===== src/sv/v3a_fifo.sv =====
// small register queue used between front, back and the result side
module v3a_fifo #(
	parameter int W     = 8,
	parameter int DEPTH = 2
) (
	input  logic         clk,
	input  logic         arst_n,
	input  logic         push,
	input  logic [W-1:0] wdata,
	output logic         full,
	input  logic         pop,
	output logic [W-1:0] rdata,
	output logic         empty
);
	localparam int AW = (DEPTH > 1) ? $clog2(DEPTH) : 1;
	localparam int CW = $clog2(DEPTH + 1);

	logic [W-1:0]  mem_q [DEPTH];
	logic [AW-1:0] wr_q;
	logic [AW-1:0] rd_q;
	logic [CW-1:0] cnt_q;
	logic          do_push;
	logic          do_pop;

	assign full    = (cnt_q == CW'(DEPTH));
	assign empty   = (cnt_q == '0);
	assign do_push = push && !full;
	assign do_pop  = pop && !empty;
	assign rdata   = mem_q[rd_q];

	always_ff @(posedge clk or negedge arst_n) begin
		if (!arst_n) begin
			wr_q  <= '0;
			rd_q  <= '0;
			cnt_q <= '0;
		end else begin
			if (do_push) begin
				wr_q <= (wr_q == AW'(DEPTH - 1)) ? '0 : wr_q + AW'(1);
			end
			if (do_pop) begin
				rd_q <= (rd_q == AW'(DEPTH - 1)) ? '0 : rd_q + AW'(1);
			end
			if (do_push && !do_pop) begin
				cnt_q <= cnt_q + CW'(1);
			end else if (do_pop && !do_push) begin
				cnt_q <= cnt_q - CW'(1);
			end
		end
	end

	always_ff @(posedge clk) begin
		if (do_push) begin
			mem_q[wr_q] <= wdata;
		end
	end

endmodule


===== config.mk =====
export PLATFORM = sky130hd
export DESIGN_NAME = v3a_fifo
export DESIGN_NICKNAME = d
export VERILOG_FILES = /design/src/sv/v3a_fifo.sv
export SDC_FILE = /design/constraint.sdc
export NUM_CORES = 1
export LEC_CHECK = 0
export BUFFER_PORTS_ARGS = -buffer_cell sky130_fd_sc_hd__clkbuf_2
export CORE_MARGIN = 5
export CORE_UTILIZATION = 48
export DETAILED_ROUTE_END_ITERATION = 7
export PLACE_DENSITY = 0.73
export SYNTH_ARGS = -nofsm -noshare
export SYNTH_HDL_FRONTEND = slang
export SYNTH_SLANG_ARGS = --single-unit

===== constraint.sdc =====
create_clock -name clk -period 1.65 [get_ports clk]
set_input_delay 0.2475 -clock clk [delete_from_list [all_inputs] [get_ports clk]]
set_output_delay 0.2475 -clock clk [all_outputs]
set_load 0.02 [all_outputs]

==> results of run 1 <==
==> routing by layer <==
metal	GRT usage, %	vias up	wire length [um]
met1	13.49	196	495
met4	3.830	0	11
met5	0	-	0
met3	2.663	2	54
li1	-	211	-
met2	16.11	8	582
==> critical path, cell delays in order, from the launching register on <==
cell	delay (ns)
dfrtp_2	0.50
mux2_2	0.36
clkbuf_2	0.16
==> area by class of cell <==
type	count	area (um2)
sequential	20	581.8
fill	134	559.3
multi-input combinational	21	188.9
timing repair buffer	24	130.1
tap	16	20.02
clock buffer	4	36.28
inverter	2	7.507
==> flip-flops by register name (all words and copies together), names as in the netlist <==
name   flops
rd_q       1
cnt_q      2
mem_q     16
wr_q       1
==> cells by family (layout without fill, tap and decap cells) <==
family / count (synthesis) / in the layout / share of synthesized area (%)
AO/OA/AOI/OAI: 1 / 1 / 0.6394
XOR/XNOR: 5 / 5 / 6.561
adder cells (fa/ha/maj): 1 / 1 / 1.600
buffers and inverters: 3 / 30 / 1.600
flip-flops: 20 / 20 / 74.24
multiplexers: 8 / 8 / 11.52
AND/OR/NAND/NOR: 6 / 6 / 3.841
==> power breakdown <==
group          switching [mW]  internal [mW]  leakage (nW)
clock                   0.141          0.134        0.0210
combinational           0.344          0.280         0.197
sequential              0.106          0.708         0.194
==> how the worst max path moves through the flow <==
stage | end | slack, ns | depth (start not counted)
after floorplan | mem_q[0][0] | 0.26 | 3
after global placement | cnt_q[1] | 0.23 | 6
after detailed placement | cnt_q[1] | 0.18 | 6
after CTS | rdata[2] | 0.06 | 2
after global routing | rdata[5] | 0.02 | 2
final | rdata[2] | 0.09 | 2
==> layout by cell type (no fill, tap or decap), types with 2 or more instances in the layout <==
cell and count:
clkbuf_2 21, edfxtp_1 16, mux2_1 6, nor2_1 3, clkbuf_4 3, dfrtp_1 3, mux2_2 2, inv_1 2
xnor2_1 2, xor2_1 2, buf_4 2
==> metrics by stage <==
stage               worst slack, ns  instance area, um2  util, %
CTS                         0.06441               964.7    63.30
global route                0.02246               964.7    63.30
global placement             0.2270               917.1    60.18
floorplan                    0.2579               782.0        -
finish                      0.09010               964.7    63.30
detailed placement           0.1802               917.1    60.18
==> what timing repair did <==
item / in CTS / in global routing
resized for setup: 1 / 0
endpoints found under the hold margin: 4 / 0
hold buffers: 1 / 0
endpoints found under the setup margin: 8 / 0
==> flow_summary.yaml, run 1 <==
floorplanning:
  io_pins: 22
  die_h_um: 50.36
  fp.dieW_um: 50.36
  start_util_pct: 51.31
  num_rows: 14
  coreArea_mm2: 0.001524
  die-area_mm2: 0.002536
timing:
  setup_tns_ns: 0
  finalHoldViolCount: 0
  max_freq_ghz: 0.6411
  worstMarginPinSlew_ns: 0.4081
  finalCritPeriodShare_pct: 94.54
  finClkSkew_ns: 0.004888
  slew-limit-headroom_pct: 72.79
  finalSetupViolCount: 0
  rsz0062_at_grt: "no"
  hold_slack_ns: 0.1392
  maxSlewViolCount: 0
  period_needed_ns: 1.560
setup_path:
  crit_path_max_fanout: 9
  setup.worst_path.class: "reg2out"
  rr_endpoint: "cnt_q[1]"
  reg2regPathDepth: 6
  startpoint_type: "register"
  endpoint_kind: "primary output"
  cp.required_ns: 1.40
  timing.rr.start: "cnt_q[0]"
  r2r_setup_slack_ns: 0.19
  arrival_ns: 1.31
  critPathLaunch: "rd_q"
synth:
  synth_top_area_share_pct: 61.44
  syn_inst: 44
  yosys-top-cells-area: "edfxtp_1 (61%), dfrtp_1 (13%), mux2_1 (8.6%)"
  yosys_warnings: 0
  synth_edf_count: 16
  yosys-top-cells-count: "edfxtp_1 (16), mux2_1 (6), dfrtp_1 (4), nor2_1 (3)"
  synth-seq-cells: 20
  synth_largest_area_cell: "edfxtp_1"
  avgSynthCellArea_um2: 17.77
  synth_nets: 57
  synth_area_um2: 782.0
  ys_async_sr_fraction_pct: 20.00
  ys_seq_area_share_pct: 74.24
  yosysMostFrequentCell: "edfxtp_1"
  yosys_most_used_dff: "edfxtp_1"
  synth.distinct_cells: 15
drt:
  drc: 0
  wl_um: 1144
  vias_per_cell: 4.793
  num_vias: 417
  routedWlPerCell_um: 13.15
  drt_iter0_markers: 15
  ant_nets: 0
  drt_pre_antenna_iters: 4
layout:
  n_antenna_cell: 0
  final_nets: 85
  layout.cells.non_filler: 87
  drive_gt1_share_pct: 45.07
  syn_to_final_growth_pct: 23.36
clock_network:
  cts_max_level: 1
  cts_sinks: 20
  clockBufferDepth: 2
  numCtsBuffers: 3
  cts.clk_slew.worst_paths_ns: 0.11
  cts-root-buf: "clkbuf_4"
  clk_latency_ns: 0.29
  post_cts_buffers: 0
  cts_tree: "yes"
hold_path:
  hold_end: "mem_q[1][1]"
  whs_path_depth: 1
  min_path_type: "in2reg"
  hp-start: "wdata[1]"
power:
  total_power_mw: 1.714
  irDropWorstVdd_v: 0.001180
  p_leak_nw: 0.4122
  powerDensity_mw_per_mm2: 1776
grt:
  grt_remaining_overflow: 0
  grt_max_degree: 12
  grt_usage_pct: 10.20
  grt_pass1_vias: 421
  grt_antenna_before_repair: 0
  grt_pass1_wl_um: 2007
place:
  post-dp-hpwl_um: 853.6
  port_buffers: 21
  gp_congestion: 0.6189
  dpl.cell_count: 82
run:
  maxCapViolCount: 0
status:
  status: "finished clean"
No activity file was read; power rests on OpenSTA's default activity.
==> run 2, diff against run 1 <==
==> constraint.sdc (replaced) <==
create_clock -name clk -period 1.65 [get_ports clk]
set_input_delay 0.0825 -clock clk [delete_from_list [all_inputs] [get_ports clk]]
set_output_delay 0.0825 -clock clk [all_outputs]
set_load 0.02 [all_outputs]
==> flow_summary.yaml, run 2 (synthesis results as in run 1) <==
layout:
  final_nets: 93
  syn_to_final_growth_pct: 33.44
  largest_registers: "mem_q: 16 flops, cnt_q: 2 flops"
  largest_reg_flops: 16
  final_cell_area_mm2: 0.001044
  layout.cells.non_filler: 95
  n_antenna_cell: 0
  drive_gt1_share_pct: 39.24
  final_common_cell: "clkbuf_2"
  largest-register: "mem_q"
  final_cell_mix: "clkbuf_2 (21), edfxtp_1 (16), dlygate4sd3_1 (9)"
timing:
  period_needed_ns: 1.503
  slew-limit-headroom_pct: 73.73
  finalSetupViolCount: 0
  finalHoldViolCount: 0
  setup_tns_ns: 0
  rsz0062_at_grt: "no"
  worstMarginPinSlew_ns: 0.3941
  hold_slack_ns: 0.05106
  maxSlewViolCount: 0
  finClkSkew_ns: 0.004111
  max_freq_ghz: 0.6653
  finalCritPeriodShare_pct: 91.10
status:
  status: "finished clean"
setup_path:
  endpoint_kind: "primary output"
  startpoint_type: "register"
  critPathMaxStageDelay_ns: 0.59
  crit_path_max_fanout: 9
  setup.worst_path.class: "reg2out"
  path_buf_inv: 1
  arrival_ns: 1.42
  slowest_stage: "dfrtp_1"
  crit_family: "flip-flops"
  cp.required_ns: 1.57
  path_cells: "mux2_2 > clkbuf_2"
power:
  p_leak_nw: 0.4467
  irDropWorstVdd_v: 0.001107
  switching_power_mw: 0.6004
  powerDensity_mw_per_mm2: 1659
  p_clk_share_pct: 16.2
  seqPwrFrac_pct: 46.9
  swShare_pct: 34.68
  intPower_mw: 1.131
  combPwrFrac_pct: 36.9
drt:
  vias_per_cell: 4.684
  drt_iter0_markers: 6
  wl_um: 1261
  drt_pre_antenna_iters: 3
  num_vias: 445
  drc: 0
  ant_nets: 0
  routedWlPerCell_um: 13.27
floorplanning:
  num_rows: 14
  coreArea_mm2: 0.001524
  io_pins: 22
  fp.dieW_um: 50.36
  die-area_mm2: 0.002536
  die_h_um: 50.36
  start_util_pct: 51.31
place:
  gp_congestion: 0.6189
  dpl_cell_area_um2: 917.1
  port_buffers: 21
  dpl.cell_count: 82
  post-dp-hpwl_um: 853.6
clock_network:
  cts_sinks: 20
  cts.clk_slew.worst_paths_ns: 0.11
  post_cts_resized: 0
  numCtsBuffers: 3
  cts_tree: "yes"
  cts-root-buf: "clkbuf_4"
  cts_max_level: 1
  clockBufferDepth: 2
  clk_latency_ns: 0.29
hold_path:
  min_path_type: "in2reg"
grt:
  grt_pass1_wl_um: 2132
  grt_remaining_overflow: 0
  grt_antenna_before_repair: 0
  grt_pass1_vias: 437
  grt_max_degree: 12
  grt_usage_pct: 11.05
run:
  maxCapViolCount: 0
-- run 2: cell count changes in the layout (fill, tap and decap cells not counted) --
cell           before  now
dfrtp_1             3    4
dfrtp_2             1    0
dlygate4sd3_1       1    9
-- run 2: worst min-delay path, stage by stage --
cell      delay, ns
clkbuf_2       0.09
nand2_2        0.09
xnor2_2        0.06
-- run 2: through the flow --
step / util [%] / total power [mW] / setup WS [ns]
CTS: 68.47 / 1.752 / 0.1181
global route: 68.47 / 1.842 / 0.06428
floorplan: - / 1.255 / 0.2579
finish: 68.47 / 1.731 / 0.1469
detailed placement: 60.18 / 1.457 / 0.1802
global placement: 60.18 / 1.450 / 0.2270
-- run 2: path summary, 6_finish.rpt --
path	from	endpoint	slack [ns]	cells after the start
setup reg to reg	cnt_q[0]	cnt_q[1]	0.19	6
min in group asynchronous	arst_n	cnt_q[0]	0.11	2
hold reg to reg	wr_q	wr_q	0.53	1
max in group asynchronous	arst_n	cnt_q[1]	1.41	2
hold / removal	push	wr_q	0.05	3
setup / recovery	rd_q	rdata[2]	0.15	2
-- run 2: final cells by class --
class | count | area (um2)
sequential | 20 | 580.6
fill | 118 | 480.5
timing repair buffer | 32 | 210.2
multi-input combinational | 21 | 188.9
clock buffer | 4 | 36.28
tap | 16 | 20.02
inverter | 2 | 7.507
-- run 2: power groups by stage --
stage	registers (mW)	clock network, mW	logic, mW
6_report	0.812	0.280	0.639
5_1_grt	0.835	0.304	0.703
3_5_place_dp	0.826	0	0.631
2_1_floorplan	0.769	0	0.486
4_1_cts	0.816	0.286	0.650
3_3_place_gp	0.825	0	0.625
-- run 2: per-layer routing --
layer	vias to the layer above	GRT usage [%]	part of all wire, %
met4	0	3.830	0.87
li1	228	-	-
met5	-	0	0
met2	10	17.78	52
met1	205	14.59	43
met3	2	2.663	4.3
-- run 2: repair_timing --
action                                 CTS  global route
buffers inserted                         0             0
hold buffers                             9             0
endpoints found under the hold margin   20             0
setup endpoints to repair                0             0
