File: src/sv/v3a_pkg.sv
// shared types, operation codes and saturation helper for the vector alu
package v3a_pkg;

	typedef enum logic [3:0] {
		OP_ADD   = 4'd0,
		OP_DIFF  = 4'd1,
		OP_SCALE = 4'd2,
		OP_DOT   = 4'd3,
		OP_CROSS = 4'd4,
		OP_MAG   = 4'd5,
		OP_NORM  = 4'd6,
		OP_DIST  = 4'd7,
		OP_EQUAL = 4'd8
	} op_t;

	typedef logic signed [31:0] q_t;

	localparam q_t Q_MAX = 32'sh7fffffff;
	localparam q_t Q_MIN = 32'sh80000000;

	localparam int MUL_N         = 6;
	localparam int SQ_STEPS      = 32;
	localparam int DIV_STEPS     = 17;
	localparam int MID_DEPTH_DEF = 4;
	localparam int OUT_DEPTH_DEF = 2;

	typedef struct packed {
		logic [3:0] operation;
		q_t         u_x;
		q_t         u_y;
		q_t         u_z;
		q_t         v_x;
		q_t         v_y;
		q_t         v_z;
		q_t         scale;
	} in_word_t;

	typedef struct packed {
		q_t   res_x;
		q_t   res_y;
		q_t   res_z;
		q_t   res_scalar;
		logic is_equal;
		logic overflow;
	} out_word_t;

	// per-item state that rides along the execution pipeline
	typedef struct packed {
		logic [3:0]       op;
		q_t [2:0]         vec;
		q_t               scal;
		logic             eq;
		logic             ovf;
		logic             big;
		logic [2:0]       neg;
		logic [2:0][31:0] uabs;
	} carry_t;

	typedef struct packed {
		carry_t          c;
		q_t [MUL_N-1:0]  mul_a;
		q_t [MUL_N-1:0]  mul_b;
	} mid_word_t;

	typedef struct packed {
		logic ovf;
		q_t   val;
	} sat_t;

	function automatic sat_t sat_q(input logic signed [49:0] v);
		sat_t r;
		if (v > 50'sd2147483647) begin
			r.ovf = 1'b1;
			r.val = Q_MAX;
		end else if (v < -50'sd2147483648) begin
			r.ovf = 1'b1;
			r.val = Q_MIN;
		end else begin
			r.ovf = 1'b0;
			r.val = v[31:0];
		end
		return r;
	endfunction

endpackage

File: src/sv/v3a_front.sv
// front end: decodes the operation, does the cheap ops and picks multiplier operands
module v3a_front (
	input  v3a_pkg::in_word_t  item,
	output v3a_pkg::mid_word_t word
);
	import v3a_pkg::*;

	q_t                 u [3];
	q_t                 v [3];
	logic signed [32:0] s [3];
	logic signed [32:0] d [3];
	sat_t               ss [3];
	sat_t               sd [3];

	always_comb begin
		u[0] = item.u_x;
		u[1] = item.u_y;
		u[2] = item.u_z;
		v[0] = item.v_x;
		v[1] = item.v_y;
		v[2] = item.v_z;
		for (int i = 0; i < 3; i++) begin
			s[i]  = 33'(u[i]) + 33'(v[i]);
			d[i]  = 33'(u[i]) - 33'(v[i]);
			ss[i] = sat_q(50'(s[i]));
			sd[i] = sat_q(50'(d[i]));
		end
	end

	always_comb begin
		word      = '0;
		word.c.op = item.operation;
		for (int i = 0; i < 3; i++) begin
			word.c.neg[i]  = u[i][31];
			word.c.uabs[i] = u[i][31] ? 32'(-u[i]) : 32'(u[i]);
		end
		unique case (item.operation) inside
			OP_ADD: begin
				for (int i = 0; i < 3; i++) begin
					word.c.vec[i] = ss[i].val;
				end
				word.c.ovf = ss[0].ovf | ss[1].ovf | ss[2].ovf;
			end
			OP_DIFF: begin
				for (int i = 0; i < 3; i++) begin
					word.c.vec[i] = sd[i].val;
				end
				word.c.ovf = sd[0].ovf | sd[1].ovf | sd[2].ovf;
			end
			OP_SCALE: begin
				for (int i = 0; i < 3; i++) begin
					word.mul_a[i] = u[i];
					word.mul_b[i] = item.scale;
				end
			end
			OP_DOT: begin
				for (int i = 0; i < 3; i++) begin
					word.mul_a[i] = u[i];
					word.mul_b[i] = v[i];
				end
			end
			OP_CROSS: begin
				// pairs: x from y,z  y from z,x  z from x,y
				word.mul_a[0] = u[1];
				word.mul_b[0] = v[2];
				word.mul_a[1] = u[2];
				word.mul_b[1] = v[1];
				word.mul_a[2] = u[2];
				word.mul_b[2] = v[0];
				word.mul_a[3] = u[0];
				word.mul_b[3] = v[2];
				word.mul_a[4] = u[0];
				word.mul_b[4] = v[1];
				word.mul_a[5] = u[1];
				word.mul_b[5] = v[0];
			end
			OP_MAG, OP_NORM: begin
				for (int i = 0; i < 3; i++) begin
					word.mul_a[i] = u[i];
					word.mul_b[i] = u[i];
				end
			end
			OP_DIST: begin
				for (int i = 0; i < 3; i++) begin
					word.mul_a[i] = d[i][31:0];
					word.mul_b[i] = d[i][31:0];
					if (d[i] > 33'sd2147483647 || d[i] <= -33'sd2147483648) begin
						word.c.big = 1'b1;
					end
				end
			end
			OP_EQUAL: begin
				word.c.eq = (u[0] == v[0]) && (u[1] == v[1]) && (u[2] == v[2]);
			end
			default: begin
			end
		endcase
	end

endmodule

File: config.mk
export PLATFORM = sky130hd
export DESIGN_NAME = v3a_front
export DESIGN_NICKNAME = d
export VERILOG_FILES = /design/src/sv/v3a_pkg.sv /design/src/sv/v3a_front.sv
export SDC_FILE = /design/constraint.sdc
export NUM_CORES = 1
export LEC_CHECK = 0
export BUFFER_PORTS_ARGS = -buffer_cell sky130_fd_sc_hd__clkbuf_2
export CAP_MARGIN = 20
export CORE_AREA = 2 2 329 331
export DETAILED_ROUTE_END_ITERATION = 10
export DIE_AREA = 0 0 331 333
export RECOVER_POWER = 50
export SKIP_LAST_GASP = 1
export SLEW_MARGIN = 20
export SYNTH_ARGS = -nofsm -noshare
export SYNTH_HDL_FRONTEND = slang
export SYNTH_SLANG_ARGS = --single-unit
File: constraint.sdc
create_clock -name vclk -period 5.6
set_clock_uncertainty 0.1 [all_clocks]
set_input_delay 0.56 -clock vclk [all_inputs]
set_output_delay 0.56 -clock vclk [all_outputs]
set_load 0.05 [all_outputs]
==> reports/metrics.csv, run 1 <==
metric,value,unit
outcome,finished with violations,
failing checks,"max-capacitance violations, max-slew violations, negative setup slack",
Pre-Repair DR Iteration Count,9,
Worst-Margin Slew,3113,ps
crit end category,primary output,
antenna violations before repair,24,
Final Cell Area,0.02960,mm2
Die ar.,0.1102,mm2
Min Hold Slack,1563,ps
most numerous cell in the Yosys netlist,nand2_1,
sequential-to-total area share from yosys stat,0,%
vias in the first global route,30527,
CTS Hold Buffers Added,0,
final core occ,27.76,%
Die X,331,um
post-synth cell types,96,
max-cap viol count,7,
Hold Crit Depth,3,
final setup margin,-21.78,ps
Reg area,0,um2
Seq Cell Count,0,
layout cells sized above 1,26.18,%
CP Data Required Time,4940,ps
DP Area,0.02987,mm2
CP Max Fanout,137,
top-area cell type share of the netlist area,12.07,%
hold_sp,item[76],
"Hold Vio Cnt, Final",0,
"Slew Viols, Final",356,
Slew headroom,-107.5,%
Ys Warns,0,
CP Data Arrival Time,4960,ps
kind of critical path,in -> out,
CLK BUF,0,
RSZ-0062 raised after global routing,false,
Final setup viols,1,
first-pass GRT wire length,275500,um
RePlAce Congestion,1.098,
Synth Cell Area,0.02021,mm2
P&R area growth vs syn,46.44,%
min-delay worst type,in -> out,
drt drc,0,
All-Layer GR Usage,36.24,%
Synth Instances,3217,
post-place setup slack,-87.49,ps
wire per inst,37.30,um
most frequent cells after synthesis,"nand2_1, inv_1, a21oi_1",
Synth Area per Inst,6.282,um2
Post-DP HPWL,180500,um
maximum clock frequency,177.9,MHz
total number of vias,32162,
Starting Density,18.96,%
Antenna Nets Post-Route,0,
# nets final,4667,
# port buffers,814,
Vias/cell,5.699,
pin count of the biggest net entering global routing,138,
core area,0.1066,mm2
FILL cells,12308,
Rows,120,
GRT Residual Overflow,0,
Setup crit start kind,primary input,
1st-iter DRT viols,4311,
Final Cycle Share,100.4,%
I/O Pins,846,
Final min period,5622,ps
biggest area consumer among synthesized cells,ha_1,
die height,333,um
hold worst-path end,word[140],
routed wire length,210500,um
largest cells by area after synthesis,"ha_1, xnor2_1, nand2_1, a21oi_1, o21ai_0",
[cell usage in the layout (no fill, tap or decap), types with 24 or more instances in the layout]
| cell | Yosys | layout |
|---|---|---|
| nand3_1 | 107 | 106 |
| a221oi_1 | 63 | 63 |
| nor2_1 | 206 | 203 |
| buf_4 | 74 | 460 |
| inv_1 | 250 | 250 |
| and3_1 | 154 | 154 |
| nand2_1 | 357 | 357 |
| nand4_1 | 39 | 39 |
| buf_12 | 0 | 101 |
| a22oi_1 | 46 | 46 |
| clkbuf_2 | 2 | 472 |
| a221o_1 | 27 | 27 |
| a21oi_1 | 215 | 212 |
| xor2_1 | 31 | 31 |
| conb_1 | 1 | 32 |
| o21ai_0 | 210 | 210 |
| xnor2_1 | 198 | 197 |
| nor3_1 | 59 | 56 |
| nor2b_1 | 27 | 26 |
| nand2b_1 | 39 | 39 |
| or4_1 | 24 | 24 |
| ha_1 | 195 | 195 |
| a21o_1 | 52 | 52 |
| clkbuf_1 | 180 | 266 |
| o21bai_1 | 49 | 49 |
| o31ai_1 | 41 | 41 |
| a211oi_1 | 37 | 37 |
| a222oi_1 | 40 | 40 |
| o211ai_1 | 75 | 75 |
| nor4_1 | 29 | 26 |
| a211o_1 | 26 | 26 |
[cells by family (layout without fill, tap and decap cells)]
kind of cell / count (synthesis) / after routing / synth area share (%)
buf+inv: 568 / 1556 / 12.16
other cells: 1 / 36 / 0.01855
fa+ha+maj: 201 / 201 / 12.67
xor+xnor: 229 / 229 / 9.924
simple gates: 1124 / 1124 / 27.26
mux: 8 / 8 / 0.4148
compound gates: 1086 / 1086 / 37.55
[routing by layer]
layer	track usage, %	vias to the layer above	share of wire (%)
met5	0	-	0.057
met2	55.63	2060	43
met3	8.475	390	9.5
li1	-	13728	-
met4	19.06	18	6.6
met1	46.69	15966	41
[worst max-delay path: stages]
cell	delay, ps
clkbuf_2	270
nor2b_4	240
buf_2	2130
and3_1	620
a221oi_1	90
o211ai_1	360
clkbuf_2	400
[final cells by class]
type	instances	area, um2	area share [%]
Multi-Input combinational cell	2680	18030	60.92
Timing Repair Buffer	1300	8841	29.87
Tap cell	1403	1755	5.931
Inverter	256	960.9	3.247
Antenna cell	4	10.01	0.03382
[repair_timing]
item                       CTS  global route
setup buffers                0             1
gates resized for setup      2            11
setup endpoints to repair    1             1
pin swaps                    0             2
[worst max path at each step]
stage	startpoint	to	slack, ps	depth (start not counted)
global route	item[40]	word[611]	10	17
detailed placement	item[65]	word[483]	-90	20
global placement	item[61]	word[483]	-190	18
floorplan	item[128]	word[483]	360	15
finish	item[226]	word[81]	-20	7
CTS	item[128]	word[483]	90	18
[metrics by stage]
step,instances,setup TNS [ps]
4_1_cts,5638,0
2_1_floorplan,3248,0
5_1_grt,5639,0
6_report,5643,-21.78
3_5_place_dp,5638,-87.49
3_3_place_gp,5638,-283.5
==> run 2, diff against run 1 <==
- CAP_MARGIN: 20 -> unset
- PLACE_DENSITY_LB_ADDON: unset -> 0.3
==> run 2 against run 1 <==
  * Non-clock buffer count fell by 80
  * Highest routed layer unchanged
  * Critical endpoint is now word[6]
  * Critical path type unchanged
  * The flow still finishes with violations (max-capacitance violations, max-slew violations, negative setup slack)
  * Count of clock-buffer cells in the layout did not move
  * Via count fell by 0.72%
==> reports/metrics.csv, run 2 (same netlist as run 1, synthesis figures left out) <==
metric,value,unit
outcome,finished with violations,
failing checks,"max-capacitance violations, max-slew violations, negative setup slack",
Die X,331,um
Final min period,5611,ps
Vias/cell,5.727,
FILL cells,12418,
CP Data Required Time,4940,ps
max-cap viol count,6,
P&R area growth vs syn,43.54,%
Antenna Nets Post-Route,0,
vias in the first global route,30037,
routed wire length,205400,um
"Hold Vio Cnt, Final",0,
# nets final,4587,
1st-iter DRT viols,4274,
"commonest cells after routing, fill and taps aside","clkbuf_2, buf_4, nand2_1",
core area,0.1066,mm2
Worst-Margin Slew,2448,ps
Final Cycle Share,100.2,%
first-pass GRT wire length,268800,um
crit end category,primary output,
area of the multi-input gates,0.01799,mm2
Final setup viols,2,
CTS Hold Buffers Added,0,
min-delay worst type,in -> out,
Starting Density,18.96,%
GRT Residual Overflow,0,
# port buffers,814,
I/O Pins,846,
antenna violations before repair,28,
Layout Cells excl Fill,5576,
"commonest non-fill, non-tap cell in the layout",clkbuf_2,
"Slew Viols, Final",180,
CP Max Fanout,16,
pin count of the biggest net entering global routing,138,
die height,333,um
Die ar.,0.1102,mm2
kind of critical path,in -> out,
Post-DP HPWL,174200,um
Min Hold Slack,1517,ps
Reg area,0,um2
Pre-Repair DR Iteration Count,6,
CP Data Arrival Time,4950,ps
All-Layer GR Usage,35.29,%
wire per inst,36.84,um
final setup margin,-10.75,ps
RePlAce Congestion,1.059,
Seq Cell Count,0,
layout cells sized above 1,24.42,%
RSZ-0062 raised after global routing,true,
Setup crit start kind,primary input,
total number of vias,31932,
drt drc,0,
maximum clock frequency,178.2,MHz
Slew headroom,-63.22,%
Rows,120,
CLK BUF,0,
Placed Cells incl. Taps,5558,
run 2: cell types whose count changed in the layout (fill, tap and decap cells not counted), moves of 2 or more:
cell	delta
a21oi_1	+2
buf_12	+2
buf_4	-79
clkbuf_1	+8
clkbuf_2	-10
diode_2	+13
run 2: path summary, 6_finish.rpt:
kind              depth (start not counted)  slack [ps]      start         to
setup / recovery                          7         -10  item[227]    word[6]
hold / removal                            3        1520  item[186]  word[442]
run 2: per-stage QoR:
step           area (um2)  utilization, %  worst slack (ps)  setup TNS [ps]
6_report            29010           27.21            -10.75          -19.63
5_1_grt             28970           27.18            -53.37          -141.7
3_3_place_gp        29280           27.46            -401.7          -401.7
3_5_place_dp        29290           27.47            -403.4          -403.4
2_1_floorplan       20330               -             355.7               0
4_1_cts             29320           27.50             36.44               0
run 2: final cells by class:
cell class	count	area share, %
multi-input cells	2680	62.01
repair buffers	1220	28.48
diodes	17	0.1466
inverters	256	3.312
well taps	1403	6.051
run 2: worst max-delay path, stage by stage:
cell	delay (ps)
clkbuf_1	360
nand2b_1	360
a21oi_1	1850
clkbuf_2	820
a221oi_1	300
o211ai_1	280
clkbuf_2	380
run 2: repair_timing:
action                                  in CTS  in global routing
endpoints found under the setup margin       1                  9
gates resized for setup                      6                  6
gates cloned                                 0                  0
pin swaps                                    0                  1
buffers inserted                             0                  1
run 2: layer usage:
layer	up-vias	global-route usage (%)	wire length, um
met5	-	0	113
met3	388	8.350	20460
met2	2073	53.71	87540
li1	13599	-	-
met1	15856	45.91	84180
met4	16	18.17	13130
